<file path="src/rtl/sac_pkg.sv">
// shared types and constants for the symbol adjacency counter
// no dependencies
package sac_pkg;

  localparam int unsigned MaxSlots     = 128;
  localparam int unsigned MaxNeighbors = 32;
  localparam int unsigned CountBits    = 16;

  localparam int unsigned SymW   = 8;
  localparam int unsigned DirW   = 2;
  localparam int unsigned StW    = 3;
  localparam int unsigned SlotOW = 7;
  localparam int unsigned PosOW  = 5;
  localparam int unsigned CntOW  = 16;
  localparam int unsigned CharW  = 7;

  localparam logic [7:0] ChLf = 8'h0a;
  localparam logic [7:0] ChCr = 8'h0d;
  localparam logic [7:0] ChLo = 8'h20;
  localparam logic [7:0] ChHi = 8'h7e;

  typedef enum logic [2:0] {
    StIncr        = 3'd0,
    StNewNeighbor = 3'd1,
    StNewSymbol   = 3'd2,
    StFiltered    = 3'd3,
    StFull        = 3'd4
  } status_e;

  // controller to datapath
  typedef struct packed {
    logic load;
    logic clr_idx;
    logic inc_idx;
    logic slot_rd;
    logic slot_wr;
    logic len_rd;
    logic list_wr;
    logic len_wr;
    logic take_slot;
    logic cnt_rd;
    logic out_load;
    status_e out_status;
    logic out_zero;
  } cmd_t;

  // datapath to controller
  typedef struct packed {
    logic clearing;
    logic pass;
    logic slot_done;
    logic slot_hit;
    logic slots_full;
    logic list_done;
    logic list_hit;
    logic list_full;
  } sts_t;

endpackage

</file>
<file path="src/rtl/sac_ctrl.sv">
// sequencer for slot search, list search and update
// depends on sac_pkg
module sac_ctrl (
  input  logic          clk_i,
  input  logic          rst_ni,
  input  logic          in_valid_i,
  output logic          in_stall_o,
  output logic          out_valid_o,
  input  logic          out_stall_i,
  output sac_pkg::cmd_t cmd_o,
  input  sac_pkg::sts_t sts_i
);

  localparam logic [3:0] SIdle  = 4'd0;
  localparam logic [3:0] SCheck = 4'd1;
  localparam logic [3:0] SSRd   = 4'd2;
  localparam logic [3:0] SSCmp  = 4'd3;
  localparam logic [3:0] SLRd   = 4'd4;
  localparam logic [3:0] SLLen  = 4'd5;
  localparam logic [3:0] SLSt   = 4'd6;
  localparam logic [3:0] SERd   = 4'd7;
  localparam logic [3:0] SECmp  = 4'd8;
  localparam logic [3:0] SCnt   = 4'd9;
  localparam logic [3:0] SOut   = 4'd10;
  localparam logic [3:0] SNewS  = 4'd11;

  logic [3:0] state_q, state_d;
  logic       ovalid_q, ovalid_d;
  logic       busy;

  assign busy        = state_q != SIdle;
  assign in_stall_o  = busy || sts_i.clearing || (ovalid_q && out_stall_i);
  assign out_valid_o = ovalid_q;

  always_comb begin
    state_d  = state_q;
    ovalid_d = ovalid_q && out_stall_i;
    cmd_o    = '0;
    cmd_o.out_status = sac_pkg::StIncr;
    case (state_q)
      SIdle: begin
        if (in_valid_i && !in_stall_o) begin
          cmd_o.load    = 1'b1;
          cmd_o.clr_idx = 1'b1;
          state_d       = SCheck;
        end
      end
      SCheck: begin
        if (!sts_i.pass) begin
          cmd_o.out_status = sac_pkg::StFiltered;
          cmd_o.out_zero   = 1'b1;
          state_d          = SOut;
        end else begin
          state_d = SSRd;
        end
      end
      SSRd: begin
        if (sts_i.slot_done) begin
          if (sts_i.slots_full) begin
            cmd_o.out_status = sac_pkg::StFull;
            cmd_o.out_zero   = 1'b1;
            state_d          = SOut;
          end else begin
            state_d = SNewS;
          end
        end else begin
          cmd_o.slot_rd = 1'b1;
          state_d       = SSCmp;
        end
      end
      SSCmp: begin
        if (sts_i.slot_hit) begin
          cmd_o.clr_idx = 1'b1;
          state_d       = SLRd;
        end else begin
          cmd_o.inc_idx = 1'b1;
          state_d       = SSRd;
        end
      end
      SNewS: begin
        cmd_o.slot_wr   = 1'b1;
        cmd_o.take_slot = 1'b1;
        state_d         = SLSt;
      end
      SLSt: begin
        cmd_o.len_wr     = 1'b1;
        cmd_o.list_wr    = 1'b1;
        cmd_o.len_rd     = 1'b1;
        cmd_o.out_status = sac_pkg::StNewSymbol;
        state_d          = SOut;
      end
      SLRd: state_d = SLLen;
      SLLen: begin
        cmd_o.len_rd = 1'b1;
        state_d      = SERd;
      end
      SERd: begin
        if (sts_i.list_done) begin
          if (sts_i.list_full) begin
            cmd_o.out_status = sac_pkg::StFull;
            cmd_o.out_zero   = 1'b1;
          end else begin
            cmd_o.out_status = sac_pkg::StNewNeighbor;
            cmd_o.list_wr    = 1'b1;
            cmd_o.len_wr     = 1'b1;
          end
          state_d = SOut;
        end else begin
          state_d = SECmp;
        end
      end
      SECmp: begin
        if (sts_i.list_hit) begin
          cmd_o.cnt_rd = 1'b1;
          state_d      = SCnt;
        end else begin
          cmd_o.inc_idx = 1'b1;
          state_d       = SERd;
        end
      end
      SCnt: begin
        cmd_o.list_wr    = 1'b1;
        cmd_o.out_status = sac_pkg::StIncr;
        state_d          = SOut;
      end
      SOut: begin
        state_d = SIdle;
      end
      default: state_d = SIdle;
    endcase
    if (cmd_o.out_status != sac_pkg::StIncr || state_q == SCnt) begin
      if (state_q != SIdle && state_q != SOut && state_d == SOut) begin
        cmd_o.out_load = 1'b1;
        ovalid_d       = 1'b1;
      end
    end
  end

  always_ff @(posedge clk_i or negedge rst_ni) begin
    if (!rst_ni) begin
      state_q  <= SIdle;
      ovalid_q <= 1'b0;
    end else begin
      state_q  <= state_d;
      ovalid_q <= ovalid_d;
    end
  end

`ifndef SYNTHESIS
  a_out_only_idle: assert property (@(posedge clk_i) disable iff (!rst_ni)
    cmd_o.out_load |-> (state_d == SOut)) else $error("out load outside finish");
  a_no_accept_busy: assert property (@(posedge clk_i) disable iff (!rst_ni)
    busy |-> in_stall_o) else $error("accept while busy");
  a_one_beat: assert property (@(posedge clk_i) disable iff (!rst_ni)
    cmd_o.load |=> !ovalid_q) else $error("result pending at accept");
  a_no_accept_clear: assert property (@(posedge clk_i) disable iff (!rst_ni)
    sts_i.clearing |-> in_stall_o) else $error("accept while clearing");
`endif

endmodule
</file>
<file path="config.mk">
export PLATFORM = sky130hd
export DESIGN_NAME = sac_ctrl
export DESIGN_NICKNAME = d
export VERILOG_FILES = /design/src/rtl/sac_pkg.sv /design/src/rtl/sac_ctrl.sv
export SDC_FILE = /design/constraint.sdc
export NUM_CORES = 1
export LEC_CHECK = 0
export BUFFER_PORTS_ARGS = -buffer_cell sky130_fd_sc_hd__buf_2
export CAP_MARGIN = 10
export CORE_AREA = 2 2 39 41
export DETAILED_ROUTE_END_ITERATION = 6
export DIE_AREA = 0 0 41 43
export PLACE_DENSITY_LB_ADDON = 0.15
export SYNTH_ARGS = -nofsm -noshare
export SYNTH_HDL_FRONTEND = slang
export SYNTH_SLANG_ARGS = --single-unit
</file>
<file path="constraint.sdc">
create_clock -name clk_i -period 3.17 [get_ports clk_i]
set_input_delay 0.1585 -clock clk_i [delete_from_list [all_inputs] [get_ports clk_i]]
set_output_delay 0.1585 -clock clk_i [all_outputs]
set_load 0.05 [all_outputs]
</file>
# --- After elaboration in Yosys (flattened, before gate mapping) ---
# Index checks and enable logic that the tools add are counted.
totals:
  register_bits: 5
  latchBits: 0
  ram_bits: 0
  romBits: 0
  inputBits: 12
  word_cells: 64
  memories: 0
op_classes:
  add_sub_neg: 0
  mul: 0
  n_div: 0
  n_lt_le_gt_ge: 0
  eq_ne: 12
  shifts: 0
  mux: 37
  bitwise_logic: 0
  n_reduce_logical: 13
op_table:
  columns: ["cell", "n"]
  rows:
  - ["$pmux W4 S10", 1]
  - ["$mux W4", 7]
  - ["$eq A4 B3 Y1 const B", 4]
  - ["$eq A4 B4 Y1 const B", 4]
  - ["$mux W1", 16]
  - ["$pmux W3 S4", 1]
  - ["$mux W3", 3]
  - ["$eq A4 B2 Y1 const B", 2]
  - ["$mux W2", 4]
  - ["$pmux W1 S2", 4]
  - ["$eq A4 B1 Y1 const B", 1]
  - ["$logic_and A1 B1 Y1", 4]
  - ["$logic_not A4 Y1", 1]
  - ["$ne A4 B4 Y1 const B", 1]
  - ["$reduce_bool A4 Y1", 1]
  - ["$reduce_or A2 Y1", 2]
  - ["$logic_or A1 B1 Y1", 3]
  - ["$pmux W1 S3", 1]
  - ["$reduce_bool A3 Y1", 1]
  - ["$logic_not A1 Y1", 1]

# --- Longest topological paths before layout ---
logic_depth:
  depth_word: 11
  mapped_depth: 4
  ltp_nobuf: 3

# --- Least setup slack after synthesis ---
# No wires, ideal clock.
synth_path:
  path_kind: "register to output"
  start: "register ovalid_q, in the netlist out_valid_o"
  end: "output cmd_o[14] (netlist bit)"
  arrival_time_ns: 2.185
  setup_slack_ns: 0.827
  path_stages_with_launch: 4
  n_path_buf: 0
  cell_sequence: "dfrtp_1 -> a2111oi_4 -> nand2_1 -> nor3_1"
synth_rtl:
  columns: ["item", "line_no", "text"]
  rows:
  - ["start: declaration", "sac_ctrl.sv:28", "logic ovalid_q, ovalid_d;"]
  - ["start signal: assignment", "sac_ctrl.sv:145", "ovalid_q <= ovalid_d;"]
  - ["end: declaration", "sac_ctrl.sv:10", "output sac_pkg::cmd_t cmd_o,"]

==> flow_metrics.tcl <==
set metrics [dict create \
    cts-root-buf "clkbuf_4" \
    slew_violations 0 \
    antenna_found_initial 0 \
    place_congestion 0.790 \
    synth_seq_cells 5 \
    finalNonFillerCells 109 \
    fin_crit_sh_pct 64.1 \
    yosysMostFrequentCell "nand2_1" \
    fin_ws_ps 1140 \
    combPwrFrac_pct 65.8 \
    clock_latency_ps 230 \
    diodes 0 \
    dieArea_mm2 0.00176 \
    synthAdderAreaFrac_pct 0 \
    crit_required_ps 3010 \
    yosys.area_share.simple_pct 32.3 \
    cts_resized 0 \
    clockPowerShare_pct 9.7 \
    synth_xor_area_share_pct 0 \
    maxSlewHeadroom_pct 71.2 \
    ys.flop_type "dfrtp_1" \
    start_util_pct 37.5 \
    leakage_nw 0.337 \
    hold_class "in2reg" \
    final_nets 106 \
    crit_fanout 14 \
    synthCells 65 \
    cellPowerDensity_mw_per_mm2 1060 \
    max_freq_mhz 492 \
    syn_to_final_growth_pct 31.6 \
    dp.cells 104 \
    cts_inserted_buffers 3 \
    clkSlewWorstSetupHoldPaths_ps 40 \
    preCtsSetupSlack_ps 1400 \
    tightest_slew_ps 432 \
    drc 0 \
    wl_per_cell_um 12.4 \
    cts_tree "done" \
    drive_gt1_share_pct 37.6 \
    synth_area_leaders "dfrtp_1, a2111oi_4, nand2_1" \
    numPortBuffers 28 \
    rows 14 \
    place_hpwl_um 1080 \
    setup_violations 0 \
    post_cts_buffers 0 \
    wl_um 1350 \
    seqPwrFrac_pct 24.5 \
    coreArea_mm2 0.00138 \
    first_iter_violations 13 \
    critPathCaptureType "output pin" \
    critPathLaunchType "flip-flop" \
    skew_ps 0.409 \
    criticalPathCategory "reg2out" \
    rsz0062_at_grt "no" \
    final_core_util_pct 49.4 \
    vias_per_cell 5.25 \
    crit_arrival_ps 1870 \
    cap_violations 0 \
    num_io_pins 29 \
    seq_area_frac_synth_pct 24.1 \
    yosysUniqueCellTypes 35 \
    netlist_top_cells_count "nand2_1, dfrtp_1, nand2b_1, nor2_1" \
    final_antenna_net_count 0 \
    synth-async-reset-ratio_pct 100 \
    fp.dieH_um 43 \
    htreeDepth 1 \
    synth_top_family_by_area "compound AO/OA/AOI/OAI gates" \
    grt_usage_pct 17.5 \
    p_sw_mw 0.438 \
    ir_drop_mv 0.489 \
    syn_avg_cell_area_um2 7.99 \
    grt_pass1_wl_um 2150 \
    grt_max_degree 15 \
    clock-sinks 5 \
    synth_warnings 0 \
    overflow 0 \
    fin_tns_setup_ps 0 \
    finalHoldViolCount 0 \
    synth_area_um2 519 \
    synth_edf_count 0 \
    synth_nets 77 \
    synth_compound_gate_area_share_pct 34.5 \
    internal_power_mw 0.287 \
    synth_mux_area_share_pct 0 \
    clock_path_buffers 2 \
    min_period_ps 2030 \
    yosysTopAreaCellShare_pct 24.1 \
    first_pass_iters 3 \
    switching_share_pct 60.5 \
    status "finished clean" \
    grt_pass1_vias 548 \
    die_x_um 41 \
    yosysTopAreaCell "dfrtp_1" \
    dr_total_vias 572 \
]
routing by layer:
| metal | part of all wire, % | vias to the layer above | GRT usage [%] |
|---|---|---|---|
| met4 | 1.2 | 0 | 10.0 |
| li1 | - | 298 | - |
| met2 | 48 | 19 | 27.8 |
| met5 | 0 | - | 0 |
| met3 | 5.7 | 2 | 1.57 |
| met1 | 45 | 253 | 21.7 |
cells in the final DEF (no fill, tap or decap), types with 2 or more instances in the layout:
cell type / count
nor2b_1: 2
o211ai_1: 2
nand2_1: 7
nor2_1: 4
nand2b_1: 4
inv_1: 3
o21ai_1: 3
and2_1: 2
nand4_1: 2
buf_2: 28
a211o_1: 2
nand3_1: 2
dfrtp_1: 5
a21oi_1: 2
clkbuf_4: 3
power by group through the flow:
stage / combinational [mW] / sequential, mW / clock (mW)
5_1_grt: 0.513 / 0.191 / 0.0834
2_1_floorplan: 0.433 / 0.135 / 0
3_5_place_dp: 0.478 / 0.178 / 0
3_3_place_gp: 0.482 / 0.179 / 0
6_report: 0.477 / 0.178 / 0.0702
4_1_cts: 0.480 / 0.178 / 0.0741
area by class of cell:
| type | count | area, µm² |
|---|---|---|
| Timing Repair Buffer | 29 | 150 |
| Multi-Input combinational cell | 51 | 347 |
| Inverter | 4 | 15.0 |
| Tap cell | 16 | 20.0 |
| Fill cell | 152 | 701 |
| Sequential cell | 5 | 125 |
| Clock buffer | 4 | 26.3 |
metrics by stage:
step	area [µm²]	hold WS, ps	power [mW]
2_1_floorplan	519	-137	0.568
3_3_place_gp	647	-25.1	0.661
3_5_place_dp	647	-23.8	0.656
4_1_cts	683	194	0.732
5_1_grt	683	194	0.787
6_report	683	201	0.725
flip-flops by register name (all words and copies together) (netlist names):
register,flops
out_valid_o,1
state_q,4
worst max-delay path, cell delays in order, from the launching register on:
cell	delay [ps]
dfrtp_1	530
nand2b_1	280
or4_1	450
o221ai_1	90
buf_2	290
final timing paths:
| kind | cells past startpoint | startpoint | slack [ps] | to |
|---|---|---|---|---|
| setup / recovery | 4 | state_q[1]$_DFF_PN0_ | 1140 | cmd_o[0] |
| hold / removal | 3 | out_stall_i | 200 | out_valid_o$_DFF_PN0_ |
| setup reg to reg | 3 | state_q[1]$_DFF_PN0_ | 1670 | state_q[1]$_DFF_PN0_ |
| hold reg to reg | 2 | out_valid_o$_DFF_PN0_ | 580 | out_valid_o$_DFF_PN0_ |
| max in group asynchronous | 2 | rst_ni | 2780 | state_q[3]$_DFF_PN0_ |
| min in group asynchronous | 2 | rst_ni | 260 | state_q[0]$_DFF_PN0_ |
repair_timing:
action,4_1_cts,5_1_grt
setup endpoints to repair,0,0
hold buffers,1,0
hold endpoints to repair,5,0
kinds of logic after synthesis:
kind of cell / after synthesis
and+or+nand+nor: 30
buffers and inverters: 9
DFF: 5
AOI/OAI and AO/OA: 21
(Power assumes the default switching activity.)
